### src/hw/rtl/acss_pkg.sv
// Shared constants, codes and transaction types of the ANSI CSI sequence stripper.
package acss_pkg;

    // Longest sequence that is held back, final byte included.
    localparam int MAX_SEQ = 32;
    localparam int CNT_W   = $clog2(MAX_SEQ + 1);
    localparam int IDX_W   = $clog2(MAX_SEQ);

    localparam logic [7:0] ESC_BYTE = 8'h1B;
    localparam logic [7:0] CSI_OPEN = 8'h5B;

    // Scanner modes.
    localparam logic [1:0] MODE_GROUND = 2'd0;
    localparam logic [1:0] MODE_ESC    = 2'd1;
    localparam logic [1:0] MODE_PARAM  = 2'd2;
    localparam logic [1:0] MODE_INTER  = 2'd3;

    // What follows the replay of held bytes.
    localparam logic [1:0] TAIL_NONE     = 2'd0;
    localparam logic [1:0] TAIL_EMIT     = 2'd1;
    localparam logic [1:0] TAIL_END      = 2'd2;
    localparam logic [1:0] TAIL_HOLD_ESC = 2'd3;

    typedef struct packed {
        logic [7:0] in_byte;
        logic       end_of_text;
    } t_in_item;

    typedef struct packed {
        logic [7:0] out_byte;
        logic       end_marker;
        logic       last;
    } t_out_item;

    // Decision taken for one accepted input transaction.
    typedef struct packed {
        logic [CNT_W-1:0] flush_len;
        logic [1:0]       tail;
        logic             wr_en;
        logic [IDX_W-1:0] wr_idx;
        logic [1:0]       new_mode;
        logic [CNT_W-1:0] new_count;
    } t_scan_act;

endpackage

### src/hw/rtl/acss_scan.sv
// Byte classifier and decision logic for one input transaction of the stripper.
module acss_scan (
    input  logic [1:0]                  i_mode,
    input  logic [acss_pkg::CNT_W-1:0]  i_count,
    input  acss_pkg::t_in_item          i_item,
    output acss_pkg::t_scan_act         o_act
);
    import acss_pkg::*;

    localparam logic [CNT_W-1:0] LAST_HOLD = CNT_W'(MAX_SEQ - 1);
    localparam logic [CNT_W-1:0] FULL_LEN  = CNT_W'(MAX_SEQ);

    logic [7:0] b;
    logic       is_param;
    logic       is_inter;
    logic       is_final;
    t_scan_act  hold_act;
    t_scan_act  break_act;

    assign b        = i_item.in_byte;
    assign is_param = b inside {[8'h30:8'h3F]};
    assign is_inter = b inside {[8'h20:8'h2F]};
    assign is_final = b inside {[8'h40:8'h7F]};

    // Hold the byte at the next free place; the place that fills the buffer
    // replays the whole buffer and returns to ground.
    always_comb begin
        hold_act           = '0;
        hold_act.wr_en     = 1'b1;
        hold_act.wr_idx    = i_count[IDX_W-1:0];
        hold_act.tail      = TAIL_NONE;
        if (i_count == LAST_HOLD) begin
            hold_act.flush_len = FULL_LEN;
            hold_act.new_mode  = MODE_GROUND;
            hold_act.new_count = '0;
        end else begin
            hold_act.flush_len = '0;
            hold_act.new_mode  = i_mode;
            hold_act.new_count = i_count + 1'b1;
        end
    end

    // A broken sequence replays its held bytes, then the byte is scanned from ground.
    always_comb begin
        break_act           = '0;
        break_act.flush_len = i_count;
        if (b == ESC_BYTE) begin
            break_act.tail      = TAIL_HOLD_ESC;
            break_act.new_mode  = MODE_ESC;
            break_act.new_count = CNT_W'(1);
        end else begin
            break_act.tail      = TAIL_EMIT;
            break_act.new_mode  = MODE_GROUND;
            break_act.new_count = '0;
        end
    end

    // Main decision.
    always_comb begin
        o_act = '0;
        if (i_item.end_of_text) begin
            o_act.flush_len = i_count;
            o_act.tail      = TAIL_END;
            o_act.new_mode  = MODE_GROUND;
            o_act.new_count = '0;
        end else begin
            case (i_mode)
                MODE_GROUND: begin
                    if (b == ESC_BYTE) begin
                        o_act.wr_en     = 1'b1;
                        o_act.wr_idx    = '0;
                        o_act.tail      = TAIL_NONE;
                        o_act.new_mode  = MODE_ESC;
                        o_act.new_count = CNT_W'(1);
                    end else begin
                        o_act.tail      = TAIL_EMIT;
                        o_act.new_mode  = MODE_GROUND;
                        o_act.new_count = '0;
                    end
                end
                MODE_ESC: begin
                    if (b == CSI_OPEN) begin
                        o_act          = hold_act;
                        o_act.new_mode = (hold_act.flush_len != '0) ? MODE_GROUND : MODE_PARAM;
                    end else begin
                        o_act = break_act;
                    end
                end
                MODE_PARAM: begin
                    if (is_param) begin
                        o_act = hold_act;
                    end else if (is_inter) begin
                        o_act          = hold_act;
                        o_act.new_mode = (hold_act.flush_len != '0) ? MODE_GROUND : MODE_INTER;
                    end else if (is_final) begin
                        o_act.tail      = TAIL_NONE;
                        o_act.new_mode  = MODE_GROUND;
                        o_act.new_count = '0;
                    end else begin
                        o_act = break_act;
                    end
                end
                default: begin
                    if (is_inter) begin
                        o_act = hold_act;
                    end else if (is_final) begin
                        o_act.tail      = TAIL_NONE;
                        o_act.new_mode  = MODE_GROUND;
                        o_act.new_count = '0;
                    end else begin
                        o_act = break_act;
                    end
                end
            endcase
        end
    end

endmodule

### src/hw/rtl/acss_replay.sv
// Pending byte buffer, replay sequencer and output register of the stripper.
module acss_replay (
    input  logic                        i_clk,
    input  logic                        i_rst_n,
    input  logic                        i_accept,
    input  logic                        i_start,
    input  acss_pkg::t_scan_act         i_act,
    input  logic [7:0]                  i_byte,
    output logic                        o_busy,
    output logic                        o_valid,
    input  logic                        i_stall,
    output acss_pkg::t_out_item         o_data
);
    import acss_pkg::*;

    localparam logic ST_IDLE = 1'b0;
    localparam logic ST_RUN  = 1'b1;

    logic [7:0]       r_buf [MAX_SEQ];
    logic             r_state, n_state;
    logic [CNT_W-1:0] r_idx, n_idx;
    logic [CNT_W-1:0] r_len, n_len;
    logic [1:0]       r_tail, n_tail;
    logic [7:0]       r_tail_byte, n_tail_byte;
    logic             r_ov, n_ov;
    t_out_item        r_out, n_out;

    logic             out_free;
    logic             in_replay;
    logic             replay_last;
    logic             tail_emits;
    logic             rd_en;
    logic             wr_en;
    logic [IDX_W-1:0] wr_idx;
    logic [7:0]       wr_byte;

    assign out_free    = !r_ov || !i_stall;
    assign in_replay   = (r_idx != r_len);
    assign tail_emits  = (r_tail == TAIL_EMIT) || (r_tail == TAIL_END);
    assign replay_last = (r_idx == r_len - 1'b1) && !tail_emits;

    // Sequencer: one held byte per free output slot, then the tail.
    always_comb begin
        n_state     = r_state;
        n_idx       = r_idx;
        n_len       = r_len;
        n_tail      = r_tail;
        n_tail_byte = r_tail_byte;
        n_ov        = r_ov;
        n_out       = r_out;
        rd_en       = 1'b0;
        wr_en       = 1'b0;
        wr_idx      = '0;
        wr_byte     = i_byte;
        if (r_ov && !i_stall) begin
            n_ov = 1'b0;
        end
        if (r_state == ST_IDLE) begin
            // Every accepted transaction that holds a byte stores it, results or not.
            wr_en  = i_act.wr_en && i_accept;
            wr_idx = i_act.wr_idx;
            if (i_start) begin
                n_state     = ST_RUN;
                n_idx       = '0;
                n_len       = i_act.flush_len;
                n_tail      = i_act.tail;
                n_tail_byte = i_byte;
            end
        end else if (out_free) begin
            n_ov = 1'b1;
            if (in_replay) begin
                rd_en            = 1'b1;
                n_out.end_marker = 1'b0;
                n_out.last       = replay_last;
                n_idx            = r_idx + 1'b1;
                if (replay_last) begin
                    n_state = ST_IDLE;
                    // A breaking ESC starts a new sequence once the old one is out.
                    if (r_tail == TAIL_HOLD_ESC) begin
                        wr_en   = 1'b1;
                        wr_idx  = '0;
                        wr_byte = ESC_BYTE;
                    end
                end
            end else begin
                n_out.out_byte   = (r_tail == TAIL_END) ? 8'h00 : r_tail_byte;
                n_out.end_marker = (r_tail == TAIL_END);
                n_out.last       = 1'b1;
                n_state          = ST_IDLE;
            end
        end
    end

    // Pending byte store.
    always_ff @(posedge i_clk) begin
        if (wr_en) begin
            r_buf[wr_idx] <= wr_byte;
        end
    end

    // Control registers.
    always_ff @(posedge i_clk) begin
        if (!i_rst_n) begin
            r_state <= ST_IDLE;
            r_ov    <= 1'b0;
        end else begin
            r_state <= n_state;
            r_ov    <= n_ov;
        end
    end

    // Payload registers; a replayed byte is read from the store straight into the output.
    always_ff @(posedge i_clk) begin
        r_idx            <= n_idx;
        r_len            <= n_len;
        r_tail           <= n_tail;
        r_tail_byte      <= n_tail_byte;
        r_out.end_marker <= n_out.end_marker;
        r_out.last       <= n_out.last;
        if (rd_en) begin
            r_out.out_byte <= r_buf[r_idx[IDX_W-1:0]];
        end else begin
            r_out.out_byte <= n_out.out_byte;
        end
    end

    assign o_busy  = (r_state == ST_RUN);
    assign o_valid = r_ov;
    assign o_data  = r_out;

`ifndef SYNTHESIS
    a_idx_in_range: assert property (@(posedge i_clk) disable iff (!i_rst_n)
        (r_state == ST_RUN) |-> (r_idx <= r_len))
        else $error("replay index ran past the replay length");

    a_len_bounded: assert property (@(posedge i_clk) disable iff (!i_rst_n)
        (r_state == ST_RUN) |-> (r_len <= CNT_W'(MAX_SEQ)))
        else $error("replay length exceeds the buffer depth");

    a_start_when_idle: assert property (@(posedge i_clk) disable iff (!i_rst_n)
        i_start |-> (r_state == ST_IDLE))
        else $error("transaction started while the replay was busy");

    a_tail_ends_run: assert property (@(posedge i_clk) disable iff (!i_rst_n)
        ((r_state == ST_RUN) && out_free && !in_replay) |=> (r_state == ST_IDLE) && r_ov)
        else $error("tail result did not close the run");

    a_last_closes: assert property (@(posedge i_clk) disable iff (!i_rst_n)
        ((r_state == ST_RUN) && out_free) |=> (r_out.last == (r_state == ST_IDLE)))
        else $error("last flag out of step with the end of the run");
`endif

endmodule

### src/hw/rtl/ansi_csi_sequence_stripper.sv
// Top level of the ANSI CSI sequence stripper: scanner state and channel handshake.
// Path: a plain byte, or an end marker with nothing held, goes into the sequencer's tail
// register, then into the output register. The input stalls while the sequencer is busy; a
// transaction that causes no result is taken without a stall. A flush replays the held bytes,
// then any byte or end marker that follows, at one pending buffer read per unstalled cycle.
// Reset (synchronous, active low) returns the scanner to ground with no bytes held.
module ansi_csi_sequence_stripper (
    input  logic                  i_clk,
    input  logic                  i_rst_n,
    input  logic                  i_valid,
    output logic                  o_stall,
    input  acss_pkg::t_in_item    i_data,
    output logic                  o_valid,
    input  logic                  i_stall,
    output acss_pkg::t_out_item   o_data
);
    import acss_pkg::*;

    logic [1:0]       r_mode, n_mode;
    logic [CNT_W-1:0] r_count, n_count;
    t_scan_act        act;
    logic             busy;
    logic             accept;
    logic             start;

    assign o_stall = busy;
    assign accept  = i_valid && !busy;
    // Only transactions that produce results hand work to the sequencer.
    assign start   = accept && ((act.flush_len != '0) || (act.tail != TAIL_NONE));

    acss_scan u_scan (
        .i_mode  (r_mode),
        .i_count (r_count),
        .i_item  (i_data),
        .o_act   (act)
    );

    acss_replay u_replay (
        .i_clk    (i_clk),
        .i_rst_n  (i_rst_n),
        .i_accept (accept),
        .i_start  (start),
        .i_act    (act),
        .i_byte   (i_data.in_byte),
        .o_busy   (busy),
        .o_valid  (o_valid),
        .i_stall  (i_stall),
        .o_data   (o_data)
    );

    // Scanner state advances once per accepted transaction.
    always_comb begin
        n_mode  = r_mode;
        n_count = r_count;
        if (accept) begin
            n_mode  = act.new_mode;
            n_count = act.new_count;
        end
    end

    always_ff @(posedge i_clk) begin
        if (!i_rst_n) begin
            r_mode  <= MODE_GROUND;
            r_count <= '0;
        end else begin
            r_mode  <= n_mode;
            r_count <= n_count;
        end
    end

`ifndef SYNTHESIS
    a_count_bounded: assert property (@(posedge i_clk) disable iff (!i_rst_n)
        r_count < CNT_W'(MAX_SEQ))
        else $error("held byte count reached the buffer depth");

    a_ground_empty: assert property (@(posedge i_clk) disable iff (!i_rst_n)
        (r_mode == MODE_GROUND) |-> (r_count == '0))
        else $error("bytes held while scanning from ground");

    a_seq_holds: assert property (@(posedge i_clk) disable iff (!i_rst_n)
        (r_mode != MODE_GROUND) |-> (r_count != '0))
        else $error("sequence in progress with nothing held");

    a_eot_ground: assert property (@(posedge i_clk) disable iff (!i_rst_n)
        (accept && i_data.end_of_text) |=> (r_mode == MODE_GROUND) && busy)
        else $error("end of text did not return the scanner to ground");
`endif

endmodule

### config.mk
export PLATFORM = sky130hd
export DESIGN_NAME = ansi_csi_sequence_stripper
export DESIGN_NICKNAME = d
export VERILOG_FILES = /design/src/hw/rtl/acss_pkg.sv /design/src/hw/rtl/acss_scan.sv /design/src/hw/rtl/acss_replay.sv /design/src/hw/rtl/ansi_csi_sequence_stripper.sv
export SDC_FILE = /design/constraint.sdc
export NUM_CORES = 1
export LEC_CHECK = 0
export BUFFER_PORTS_ARGS = -buffer_cell sky130_fd_sc_hd__buf_4
export CORE_ASPECT_RATIO = 1.2
export CORE_MARGIN = 2
export CORE_UTILIZATION = 50
export CTS_CLUSTER_SIZE = 25
export DETAILED_ROUTE_END_ITERATION = 7
export GPL_ROUTABILITY_DRIVEN = 1
export PLACE_DENSITY = 0.66
export SLEW_MARGIN = 40
export SYNTH_ARGS = -nofsm -noshare
export SYNTH_HDL_FRONTEND = slang
export SYNTH_SLANG_ARGS = --single-unit
### constraint.sdc
create_clock -name i_clk -period 3.1 [get_ports i_clk]
set_input_delay 0.465 -clock i_clk [delete_from_list [all_inputs] [get_ports i_clk]]
set_output_delay 0.465 -clock i_clk [all_outputs]
set_load 0.02 [all_outputs]
## Word-level counts from Yosys, hierarchy flattened

Memories as Yosys holds them, arrays and structs flattened. A register that Yosys moved wholly into a read port is not among the register bits.
Index checks and enable logic that the tools add are counted.

- RAM bits: 256
- Bits of input ports: 13
- Memories: 1
- Logic and storage cells: 116
- Register bits after elaboration: 42

Memory list:

| memory | depth | width | rd ports | clocked after memory_dff | write ports | line | text |
|---|---|---|---|---|---|---|---|
| u_replay.r_buf | 32 | 8 | 1 | 1 | 1 | acss_replay.sv:19 | `logic [7:0] r_buf [MAX_SEQ];` |

- Bitwise operators: 1
- Reductions and logical operators: 26
- Eq/ne operators: 13
- $add $sub $neg: 3
- Muxes and demuxes: 55
- Magnitude comparators: 6

Operators by type and width:

| cell | count |
|---|---|
| 2-to-1 mux 22 bit | 4 |
| 2-to-1 mux 8 bit | 11 |
| 2-to-1 mux 6 bit | 8 |
| one-hot mux 16 bit (3 select lines) | 1 |
| 2-to-1 mux 10 bit | 2 |
| 2-to-1 mux 1 bit | 19 |
| one-hot mux 6 bit (3 select lines) | 1 |
| >= comparator 8 x 6 -> 1 bit (second input constant) | 2 |
| less-or-equal comparator 8 x 6 -> 1 bit (second input constant) | 2 |
| 2-to-1 mux 7 bit | 2 |
| adder 6 x 1 -> 6 bit (second input constant) | 2 |
| nonzero test 6 bit | 2 |
| 2-to-1 mux 2 bit | 5 |
| 2-to-1 mux 5 bit | 2 |
| equality test 8 x 5 -> 1 bit (second input constant) | 1 |
| equality test 8 x 7 -> 1 bit (second input constant) | 1 |
| >= comparator 8 x 7 -> 1 bit (second input constant) | 1 |
| less-or-equal comparator 8 x 7 -> 1 bit (second input constant) | 1 |
| logical AND 1 bit | 8 |
| nonzero test 2 bit | 4 |
| equality test 2 bit (second input constant) | 3 |
| equality test 6 x 5 -> 1 bit (second input constant) | 1 |
| equality test 6 bit | 1 |
| != test 2 bit (second input constant) | 3 |
| 9 further kinds | 17 |

## Longest topological paths before layout

Gate-level depths: netlist of the first run.

- Depth in word-level cells: 14
- Gate-level depth with buffers: 9

## Cells and area by module

Synthesis of the first run repeated with hierarchy kept, for this count alone.

- Cells, all modules: 760
- Area total of the unflattened synthesis: 12887.4 µm²

By module, submodules not included:

| module | instances | cells an instance | seq. area each (µm²) | area each (µm²) |
|---|---|---|---|---|
| acss_replay | 1 | 654 | 8788.4 | 12064.1 |
| acss_scan | 1 | 68 | 0.0 | 461.7 |
| ansi_csi_sequence_stripper | 1 | 38 | 160.2 | 361.6 |

## Worst setup path before layout of the first run

No wires, ideal clock.

- Path kind: in2reg
- Start: in i_data[7] (netlist name)
- End: mem u_replay.r_buf[13][0], enable pin
- Required time: 2717 ps
- Setup slack: 275 ps
- Path buffers: 1
- Arrival: 2441 ps
- Library setup time: 383 ps
- Cell stages on the path: 7
- Cells stage by stage: buf_6 > or3_1 > a211oi_2 > o221ai_2 > nor2_1 > nand3b_1 > nor3_1

- Word-level cells in the longest chain between the ends: 10

RTL lines:

| what | line | text |
|---|---|---|
| start: declaration | ansi_csi_sequence_stripper.sv:12 | `input acss_pkg::t_in_item i_data,` |
| >= comparator 8 x 6 -> 1 bit / less-or-equal comparator 8 x 6 -> 1 bit (equally long branches) | acss_scan.sv:22 | `assign is_inter = b inside {[8'h20:8'h2F]};` |
| logical AND 1 bit | acss_scan.sv:22 |  |
| 2-to-1 mux 22 bit | acss_scan.sv:92 | `end else if (is_inter) begin` |
| 2-to-1 mux 22 bit | acss_scan.sv:90 | `if (is_param) begin` |
| one-hot mux 16 bit (3 select lines) (*) | acss_scan.sv:67 | `case (i_mode)` |
| 2-to-1 mux 6 bit (*) | acss_scan.sv:61 | `if (i_item.end_of_text) begin` |
| logical AND 1 bit | acss_replay.sv:60 | `wr_en = i_act.wr_en && i_accept;` |
| 2-to-1 mux 1 bit | acss_replay.sv:58 | `if (r_state == ST_IDLE) begin` |
| 2-to-1 mux 1 bit | acss_replay.sv:96 | `if (wr_en) begin` |
| 2-to-1 mux 1 bit (implied by the code) | acss_replay.sv:97 | `r_buf[wr_idx] <= wr_byte;` |
| end: declaration | acss_replay.sv:19 |  |

Every way passes the cells marked *; elsewhere a longest branch is shown, timed or not.

## Final worst setup path of the first run

- Start: reg r_count[1]
- End: reg u_replay.r_tail_byte[0], enable pin

- Word-level cells in the longest chain between the ends: 10

RTL lines:

| what | line | text |
|---|---|---|
| start: declaration | ansi_csi_sequence_stripper.sv:20 | `logic [CNT_W-1:0] r_count, n_count;` |
| start signal: assignment | ansi_csi_sequence_stripper.sv:67 | `r_count <= n_count;` |
| equality test 6 x 5 -> 1 bit | acss_scan.sv:32 | `if (i_count == LAST_HOLD) begin` |
| 2-to-1 mux 6 bit | acss_scan.sv:32 |  |
| 2-to-1 mux 22 bit | acss_scan.sv:92 |  |
| 2-to-1 mux 22 bit | acss_scan.sv:90 |  |
| one-hot mux 6 bit (3 select lines) | acss_scan.sv:67 |  |
| 2-to-1 mux 8 bit (*) | acss_scan.sv:61 |  |
| nonzero test 6 bit (*) | ansi_csi_sequence_stripper.sv:29 | `assign start = accept && ((act.flush_len != '0) \|\| (act.tail != TAIL_NONE));` |
| logical OR 1 bit (*) | ansi_csi_sequence_stripper.sv:29 |  |
| logical AND 1 bit (*) | ansi_csi_sequence_stripper.sv:29 |  |
| AND reduction 2 bit (no source line) (*) | -- |  |
| end signal: assignment | acss_replay.sv:117 | `r_tail_byte <= n_tail_byte;` |
| end: declaration | acss_replay.sv:24 | `logic [7:0] r_tail_byte, n_tail_byte;` |

Marks and branches as above.
A chain may end at the register's enable or synchronous reset.

==> results of run 1 <==
[flip-flops by register name, indices dropped and copies added (netlist names), named ones only]
name / cells
u_replay.r_buf: 256
u_replay.r_len: 6
r_count: 6
u_replay.r_idx: 6
u_replay.r_tail: 2
u_replay.o_data: 10
u_replay.o_busy: 1
u_replay.o_valid: 1
r_mode: 2
u_replay.r_tail_byte: 8
[through the flow]
step / cell area [µm²] / cells / hold WS (ns) / total power [mW]
finish: 14400 / 1101 / 0.145 / 9.25
CTS: 14400 / 1101 / 0.125 / 9.32
detailed placement: 13400 / 1047 / 0.504 / 5.72
global placement: 13400 / 1047 / 0.497 / 5.70
floorplan: 12500 / 672 / 0.496 / 5.35
global route: 14400 / 1101 / 0.128 / 9.53
[power groups by stage]
| stage | sequential, mW | clock (mW) | combinational [mW] |
|---|---|---|---|
| global placement | 4.71 | 0 | 0.985 |
| finish | 4.63 | 3.63 | 0.994 |
| floorplan | 4.66 | 0 | 0.687 |
| global route | 4.63 | 3.84 | 1.05 |
| CTS | 4.63 | 3.69 | 1.01 |
| detailed placement | 4.72 | 0 | 1.00 |
[kinds of logic after synthesis]
group | count (synthesis) | share of synthesized area
fa+ha+maj | 5 | 0.00502
mux | 90 | 0.153
buf+inv | 46 | 0.0169
compound gates | 54 | 0.0296
xor+xnor | 16 | 0.0112
flops | 303 | 0.718
simple gates | 158 | 0.0663
[layout make-up]
| type | count | area, µm² | area share |
|---|---|---|---|
| Clock buffer | 37 | 806 | 0.0558 |
| Multi-Input combinational cell | 323 | 3300 | 0.229 |
| Inverter | 10 | 37.5 | 0.00260 |
| Tap cell | 325 | 407 | 0.0282 |
| Timing Repair Buffer | 86 | 746 | 0.0517 |
| Sequential cell | 303 | 8950 | 0.620 |
| Clock inverter | 17 | 184 | 0.0127 |
[final timing paths]
check | from | endpoint | slack [ns] | cells after the start
worst max-delay path | r_count[1] | u_replay.r_tail_byte[0] | 0.41 | 7
worst min-delay path | i_data[3] | u_replay.r_tail_byte[2] | 0.14 | 1
worst max register to register | r_count[1] | u_replay.r_tail_byte[0] | 0.41 | 7
worst min register to register | u_replay.o_valid | u_replay.o_valid | 0.51 | 2
[metal layers]
metal	vias up	wire length [µm]	global-route usage
met5	-	0	0
met4	0	773	0.0607
met3	54	1180	0.0250
met2	204	14000	0.371
met1	3422	11000	0.284
li1	2860	-	-
[worst reg2reg max path, delay by kind of cell (launching register included)]
| kind | cells | cell delay (ns) |
|---|---|---|
| compound gates | 3 | 0.85 |
| fa+ha+maj | 1 | 0.24 |
| buf+inv | 1 | 0.30 |
| flops | 1 | 0.49 |
| simple gates | 2 | 0.50 |
[Yosys cell counts (8+ instances only)]
| master | n | share of area |
|---|---|---|
| a21oi_1 | 9 | 0.0036 |
| mux2i_1 | 10 | 0.0080 |
| o21ai_0 | 16 | 0.0064 |
| mux4_2 | 80 | 0.14 |
| buf_2 | 11 | 0.0044 |
| clkbuf_1 | 18 | 0.0054 |
| edfxtp_1 | 288 | 0.69 |
| dfxtp_1 | 15 | 0.024 |
| nand2_1 | 29 | 0.0087 |
| nor2b_1 | 9 | 0.0045 |
| nor2_1 | 48 | 0.014 |
| xor2_1 | 11 | 0.0077 |
| and2_1 | 16 | 0.0080 |
| inv_1 | 10 | 0.0030 |
| nand3_1 | 8 | 0.0032 |
| nor3_1 | 12 | 0.0048 |
==> metrics.md, run 1 <==
| Metric | Value |
|---|---|
| Outcome | `finished, final reports clean` |
| Area growth syn-to-layout | `15.9%` |
| Crit path max-delay cell type | `dfxtp_1` |
| Seq pwr share | `0.500` |
| Comb power frac | `0.107` |
| TritonCTS buffer count | `29` |
| WL per Instance | `24.5 µm` |
| DRC | `0` |
| Post-synth EDFFs | `288` |
| Vias/cell | `5.94` |
| Critical path data arrival time | `2.92 ns` |
| Initial antenna violation count | `0` |
| Via count | `6540` |
| Crit path kind | `register to register` |
| First drt pass iteration count | `5` |
| Routed Antenna Nets | `0` |
| Vias in the first global route | `6710` |
| Post-CTS resize count | `0` |
| Top delay family on crit path | `compound AO/OA/AOI/OAI gates` |
| Min-delay worst type | `primary input to register` |
| Largest net degree at the start of global routing | `33` |
| Startpoint types | `register` |
| Clock Skew | `0.0207 ns` |
| Core region area | `24600 µm²` |
| Mapped Nets | `690` |
| CTS sink cnt | `303` |
| Antenna diodes | `0` |
| CP max stage delay | `0.49 ns` |
| Crit path capture type | `register` |
| RSZ-0062 raised after global routing | `no` |
| First-pass GRT wire length | `41.2 mm` |
| Post-Route WL | `27.0 mm` |
| Seq cells post-synth | `303` |
| Commonest non-fill, non-tap cell in the layout | `edfxtp_1` |
| Post-synthesis cell count | `672` |
| Post-synthesis async set-or-reset flop share | `0` |
| Chip Width | `148 µm` |
| Most frequent cells in the layout | `288 x edfxtp_1, 80 x mux4_2, 78 x buf_4` |
| Synthesized area | `12500 µm²` |
| 1st-iter DRT viols | `668` |
| Rows | `63` |
| Clock Path Buffers | `3` |
| Power Density | `641 nW/µm²` |
| Max Slew Vio Count | `0` |
| Yosys cell types | `57` |
| Final WS setup | `0.409 ns` |
| Top-Level Pins | `25` |
| Fin Setup TNS | `0 ns` |
| Max-slew headroom | `0.445` |
| Final setup vio count | `0` |
| Syn Area/Cell | `18.5 µm²` |
| Dpl hpwl | `17.6 mm` |
| Die ar. | `26200 µm²` |
| Internal | `7.20 mW` |
| Final Cycle Share | `0.868` |
| Worst-Margin Slew | `0.831 ns` |
| Worst-path cell chain | `ha_1 > nand2_1 > or3_1 > o22a_1 > o221ai_1 > o41a_1 > buf_4` |
| FILL cells | `1803` |
| Die H | `177 µm` |
| # port buffers | `24` |
| Final hold vios | `0` |
| CTS clk-pin slew, worst paths | `0.07 ns` |
| Root Buffer | `clkbuf_16` |
| Top FF cell, synth | `edfxtp_1` |
| WP data required | `3.33 ns` |
| Core Util, Final | `0.587` |
| Max Freq | `0.372 GHz` |
| Dpl ws | `0.215 ns` |
| CTS H-tree depth | `1` |
| Initial Utilization | `0.507` |
| CTS tree | `built` |
| Critical path buffers and inverters | `1` |
| Sw Share | `0.222` |
| Max cap viols | `0` |
| Clock share of power | `0.393` |
| Setup Fix Bufs, Post-CTS | `0` |
| Peak supply drop | `0.435 mV` |
| CTS Hold Bufs | `0` |
| Gpl congestion | `0.929` |
| Min cycle time layout | `2.69 ns` |
| Synth warnings | `0` |
| Sw power | `2.05 mW` |
| Pleak | `4.69 nW` |
| Global Route Usage Sum | `0.212` |
| Peak fanout along the critical path | `16` |
| Grt total ovfl | `0` |
| Share of cells above drive strength 1 | `0.285` |
| Final net count | `771` |
| Seq/Total Area, Yosys | `0.718` |
| Clk Latency, worst-skew pair | `0.55 ns` |
Note: power is estimated with default switching activity, not from simulation.
==> run 2, diff against run 1 <==
- CORE_UTILIZATION: 50 -> 48
- PLACE_DENSITY: 0.66 -> 0.64
==> run 2 against run 1 <==
  * Combinational power about the same
  * Worst hold slack better by 0.0033 ns
  * Clock skew shrank 0.0064 ns
  * Utilization down 2.7 points
  * Sequential share of layout area grew 0.55 points
  * Final cell count hardly changed
  * Design area down 0.87%
  * Largest cell class unchanged
==> metrics.md, run 2 (synthesis gave the netlist of run 1 again) <==
| Metric | Value |
|---|---|
| Largest net degree at the start of global routing | `53 (+61%)` |
| Final Cycle Share | `0.876 (+0.00855)` |
| Peak supply drop | `0.307 mV (-29%)` |
| WP data required | `3.36 ns (+0.03 ns)` |
| Rows | `64 (+1.6%)` |
| CTS tree | `built` |
| Internal | `7.08 mW (-1.7%)` |
| Post-CTS resize count | `0 (unchanged)` |
| Vias in the first global route | `6641 (-1.0%)` |
| CTS clk-pin slew, worst paths | `0.06 ns (about the same)` |
| Die ar. | `27300 µm² (+4.1%)` |
| Max-slew headroom | `0.453 (+0.00777)` |
| Gpl congestion | `0.920 (-0.89%)` |
| DRC | `0 (unchanged)` |
| Max cap viols | `0 (unchanged)` |
| Post-Layout Inst Area | `14300 µm² (-0.87%)` |
| Crit path capture type | `register` |
| Initial antenna violation count | `0 (unchanged)` |
| Global Route Usage Sum | `0.197 (-0.0150)` |
| Min cycle time layout | `2.72 ns (+0.0265 ns)` |
| Grt total ovfl | `0 (unchanged)` |
| Clock share of power | `0.381 (-0.012)` |
| Commonest non-fill, non-tap cell in the layout | `edfxtp_1` |
| Die H | `180 µm (+2.0%)` |
| Area growth syn-to-layout | `14.9%` |
| Crit path kind | `register to register` |
| Clk Latency, worst-skew pair | `0.54 ns (about the same)` |
| Post-Route WL | `26.1 mm (-3.2%)` |
| Vias/cell | `5.73 (-3.5%)` |
| Pleak | `4.62 nW (-1.5%)` |
| Outcome | `finished, final reports clean` |
| Worst-path cell chain | `nand2b_1 > nor2_1 > o221ai_2 > or3b_1 > nor3_1 > buf_4` |
| Root Buffer | `clkbuf_16` |
| Most frequent cells in the layout | `288 x edfxtp_1, 80 x mux4_2, 76 x buf_4` |
| 1st-iter DRT viols | `494 (-26%)` |
| WL per Instance | `23.7 µm (-3.1%)` |
| Routed Antenna Nets | `0 (unchanged)` |
| CP max stage delay | `0.64 ns (+0.15 ns)` |
| Crit path max-delay cell type | `or3b_1` |
| Via count | `6308 (-3.5%)` |
| Max FFs per register | `256 (unchanged)` |
| Core region area | `25500 µm² (+3.9%)` |
| Final setup vio count | `0 (unchanged)` |
| Reg with most FFs | `u_replay.r_buf` |
| Power Density | `632 nW/µm² (-1.4%)` |
| Critical path data arrival time | `2.97 ns (+0.05 ns)` |
| Clock Skew | `0.0143 ns (-0.00642 ns)` |
| First drt pass iteration count | `5 (unchanged)` |
| Final net count | `766 (-0.65%)` |
| CTS Hold Bufs | `0 (unchanged)` |
| Clock Path Buffers | `3 (unchanged)` |
| Seq pwr share | `0.508 (+0.008)` |
| Max Freq | `0.368 GHz (-0.98%)` |
| First-pass GRT wire length | `39.8 mm (-3.5%)` |
| RSZ-0062 raised after global routing | `no` |
| Top-Level Pins | `25 (unchanged)` |
| Min-delay worst type | `primary input to register` |
| Chip Width | `151 µm (+2.0%)` |
| Comb power frac | `0.111 (+0.004)` |
| Peak fanout along the critical path | `13 (-3)` |
| Worst-Margin Slew | `0.819 ns (-0.0116 ns)` |
| TritonCTS buffer count | `29 (unchanged)` |
| CTS sink cnt | `303 (unchanged)` |
| Startpoint types | `register` |
| Antenna diodes | `0 (unchanged)` |
| # port buffers | `24 (unchanged)` |
| Sw Share | `0.218 (-0.00439)` |
| Core Util, Final | `0.560 (-0.0268)` |
| Share of cells above drive strength 1 | `0.274 (-0.0108)` |
| Sw power | `1.97 mW (-4.2%)` |
| Dpl hpwl | `17.3 mm (-1.8%)` |
| Initial Utilization | `0.488 (-0.0189)` |
| CTS H-tree depth | `1 (unchanged)` |
| Max Slew Vio Count | `0 (unchanged)` |
| Setup Fix Bufs, Post-CTS | `0 (unchanged)` |
| Placed inst area | `13400 µm² (-0.51%)` |
| Final hold vios | `0 (unchanged)` |
| Fin Setup TNS | `0 ns (unchanged)` |
run 2: final timing paths:
| kind | from | to | slack [ns] | depth (start not counted) |
|---|---|---|---|---|
| worst max-delay path | u_replay.o_busy | u_replay.r_buf[15][0] | 0.38 | 6 |
| worst min-delay path | i_data[4] | u_replay.r_tail_byte[3] | 0.15 | 1 |
| worst max register to register | u_replay.o_busy | u_replay.r_buf[15][0] | 0.38 | 6 |
| worst min register to register | u_replay.o_valid | u_replay.o_valid | 0.52 | 2 |
run 2: metal layers:
metal	GRT usage	wire length [µm]
met5	0	0
met4	0.0535	619
met3	0.0395	1500
met2	0.350	13900
met1	0.246	10100
run 2: layout make-up:
type / count / area [µm²]
inverter: 10 / 37.5
fill: 1898 / 11200
clock buffer: 39 / 763
sequential: 303 / 8950
timing repair buffer: 81 / 671
multi-input combinational: 323 / 3300
clock inverter: 14 / 169
tap: 330 / 413
run 2: critical path: cells and delay by family, from the launching register on:
family                 cells  cell delay [ns]
AND/OR/NAND/NOR            4             1.56
AO/OA/AOI/OAI              1             0.24
flip-flops                 1             0.42
buffers and inverters      1             0.21
run 2: stage by stage:
| step | setup WS (ns) | total power [mW] | hold slack (ns) | instances |
|---|---|---|---|---|
| finish | 0.383 | 9.04 | 0.148 | 1100 |
| global route | 0.226 | 9.36 | 0.130 | 1100 |
| CTS | 0.381 | 9.14 | 0.124 | 1100 |
| detailed placement | 0.225 | 5.69 | 0.503 | 1047 |
| global placement | 0.260 | 5.68 | 0.496 | 1047 |
| floorplan | 0.275 | 5.35 | 0.496 | 672 |
run 2: power groups by stage:
stage | combinational, mW | clock [mW] | sequential (mW)
CTS | 1.02 | 3.53 | 4.59
global placement | 1.00 | 0 | 4.68
finish | 1.00 | 3.45 | 4.59
floorplan | 0.687 | 0 | 4.66
detailed placement | 1.02 | 0 | 4.68
global route | 1.07 | 3.70 | 4.60
==> run 3, diff against run 2 <==
- CAP_MARGIN: default -> 20
- REMOVE_ABC_BUFFERS: default -> 1
==> run 3 against run 2 <==
  * Clock power increased by 3%
  * Fmax rose by 0.98%
  * Non-clock buffer count increased by 5
  * Register-to-register slack gained 0.03 ns
  * Combinational power barely moved
  * Via count rose by 2.7%
  * Global-route usage up 0.31 points
  * Worst setup slack improved by 0.026 ns
  * First-iteration DRC count increased by 14%
  * Critical endpoint is now u_replay.r_idx[5]
==> metrics.md, run 3 (synthesis gave the netlist of run 1 again) <==
| Metric | Value |
|---|---|
| CP max stage delay | `0.50 ns (-0.14 ns)` |
| Hold path startpoint | `i_data[3]` |
| WP data required | `3.34 ns (-0.02 ns)` |
| Crit path max-delay cell type | `dfxtp_1` |
| Critical path buffers and inverters | `0 (-1)` |
| Top-Level Pins | `25 (unchanged)` |
| Vias/cell | `5.85 (+2.1%)` |
| Initial antenna violation count | `0 (unchanged)` |
| Outcome | `finished, final reports clean` |
| Max Freq | `0.372 GHz (+0.98%)` |
| DRC | `0 (unchanged)` |
| Clock Skew | `0.0128 ns (-0.00147 ns)` |
| Gpl congestion | `0.874 (-5.0%)` |
| Min cycle time layout | `2.69 ns (-0.0263 ns)` |
| Area growth syn-to-layout | `15.6%` |
| Clock Path Buffers | `3 (unchanged)` |
| Most frequent cells in the layout | `288 x edfxtp_1, 80 x mux4_2, 80 x buf_4` |
| Grt total ovfl | `0 (unchanged)` |
| Min-delay worst type | `primary input to register` |
| 1st-iter DRT viols | `563 (+14%)` |
| Critical path data arrival time | `2.93 ns (-0.04 ns)` |
| Dpl hpwl | `17.6 mm (+1.5%)` |
| Max FFs per register | `256 (unchanged)` |
| Crit path kind | `register to register` |
| Vias in the first global route | `6798 (+2.4%)` |
| Die ar. | `27300 µm² (unchanged)` |
| Largest net degree at the start of global routing | `49 (-7.5%)` |
| Setup Fix Bufs, Post-CTS | `0 (unchanged)` |
| Max-slew headroom | `0.587 (+0.134)` |
| WL per Instance | `24.0 µm (+0.99%)` |
| Final WS setup | `0.409 ns (+0.0263 ns)` |
| Max Slew Vio Count | `0 (unchanged)` |
| Dpl ws | `0.279 ns (+0.0539 ns)` |
| Rows | `64 (unchanged)` |
| Peak supply drop | `0.360 mV (+17%)` |
| Post-Place Cells | `1052 (+0.48%)` |
| Post-Layout Cell Count | `1107 (+0.64%)` |
| Clk Latency, worst-skew pair | `0.55 ns (about the same)` |
| Global Route Usage Sum | `0.200 (+0.00314)` |
| Worst-Margin Slew | `0.619 ns (-0.201 ns)` |
| Core region area | `25500 µm² (unchanged)` |
| Pleak | `4.68 nW (+1.3%)` |
| CTS H-tree depth | `1 (unchanged)` |
| Top delay family on crit path | `compound AO/OA/AOI/OAI gates` |
| Max cap viols | `0 (unchanged)` |
| TritonCTS buffer count | `30 (+3.4%)` |
| Root Buffer | `clkbuf_16` |
| Via count | `6480 (+2.7%)` |
| Final setup vio count | `0 (unchanged)` |
| Die H | `180 µm (unchanged)` |
| Initial Utilization | `0.488 (unchanged)` |
| Startpoint types | `register` |
| Routed Antenna Nets | `0 (unchanged)` |
| Antenna diodes | `0 (unchanged)` |
| Power Density | `636 nW/µm² (+0.57%)` |
| Post-Route WL | `26.5 mm (+1.6%)` |
| RSZ-0062 raised after global routing | `no` |
| Chip Width | `151 µm (unchanged)` |
| First drt pass iteration count | `5 (unchanged)` |
| CP startpoint | `r_count[0]` |
| Post-CTS resize count | `0 (unchanged)` |
| Peak fanout along the critical path | `9 (-4)` |
| Final Cycle Share | `0.868 (-0.00847)` |
| Commonest non-fill, non-tap cell in the layout | `edfxtp_1` |
| Worst r2r src | `r_count[0]` |
| Crit path capture type | `register` |
| First-pass GRT wire length | `40.5 mm (+1.9%)` |
| # port buffers | `24 (unchanged)` |
| Final hold vios | `0 (unchanged)` |
| Final net count | `772 (+0.78%)` |
| CTS sink cnt | `303 (unchanged)` |
| Share of cells above drive strength 1 | `0.287 (+0.0130)` |
| Reg with most FFs | `u_replay.r_buf` |
| Worst-path cell chain | `ha_1 > nand2_1 > or3_1 > o22a_1 > o221ai_1 > o41a_1 > a21o_1` |
| CTS clk-pin slew, worst paths | `0.07 ns (about the same)` |
| CTS Hold Bufs | `0 (unchanged)` |
| CTS tree | `built` |
==> run 3: cell count changes in the layout (fill, tap and decap cells not counted), sizes merged <==
cell | before | now
bufinv | 4 | 3
buf | 81 | 86
clkinv | 9 | 15
clkinvlp | 0 | 1
clkbuf | 39 | 35
==> run 3: final cells by class <==
cell class                      count  area, µm²
Tap cell                          330        413
Inverter                           10       37.5
Timing Repair Buffer               86        721
Clock buffer                       35        791
Fill cell                        1883      11100
Sequential cell                   303       8950
Multi-Input combinational cell    323       3300
Clock inverter                     20        183
==> run 3: path summary, 6_finish.rpt <==
path / depth (start not counted) / slack (ns) / end
min: 1 / 0.1 / u_replay.r_tail_byte[2]
min reg2reg: 2 / 0.54 / u_replay.o_data[9]
max: 7 / 0.41 / u_replay.r_idx[5]
max reg2reg: 7 / 0.41 / u_replay.r_idx[5]
==> run 3: per-layer routing <==
layer  routed length, µm  global-route usage  vias to the layer above
met5                   0                   0                        -
met4                 969              0.0748                        0
met3                1860              0.0372                       57
met2               13000               0.325                      253
met1               10700               0.272                     3314
li1                    -                   -                     2856
==> run 3: report_power, final <==
part,internal (mW),switching (mW)
clock,2.07,1.48
sequential,4.54,0.0740
combinational,0.491,0.502
==> run 3: per-stage QoR <==
step | power [mW] | TNS, ns | cell area [µm²] | utilization | hold WS (ns)
after floorplan | 5.35 | -9.72 | 12300 | - | 0.496
after global placement | 5.68 | 0 | 13400 | 0.526 | 0.502
after detailed placement | 5.70 | 0 | 13400 | 0.526 | 0.531
after CTS | 9.25 | 0 | 14400 | 0.564 | 0.0802
after global routing | 9.47 | 0 | 14400 | 0.564 | 0.0859
final | 9.15 | 0 | 14400 | 0.564 | 0.0999
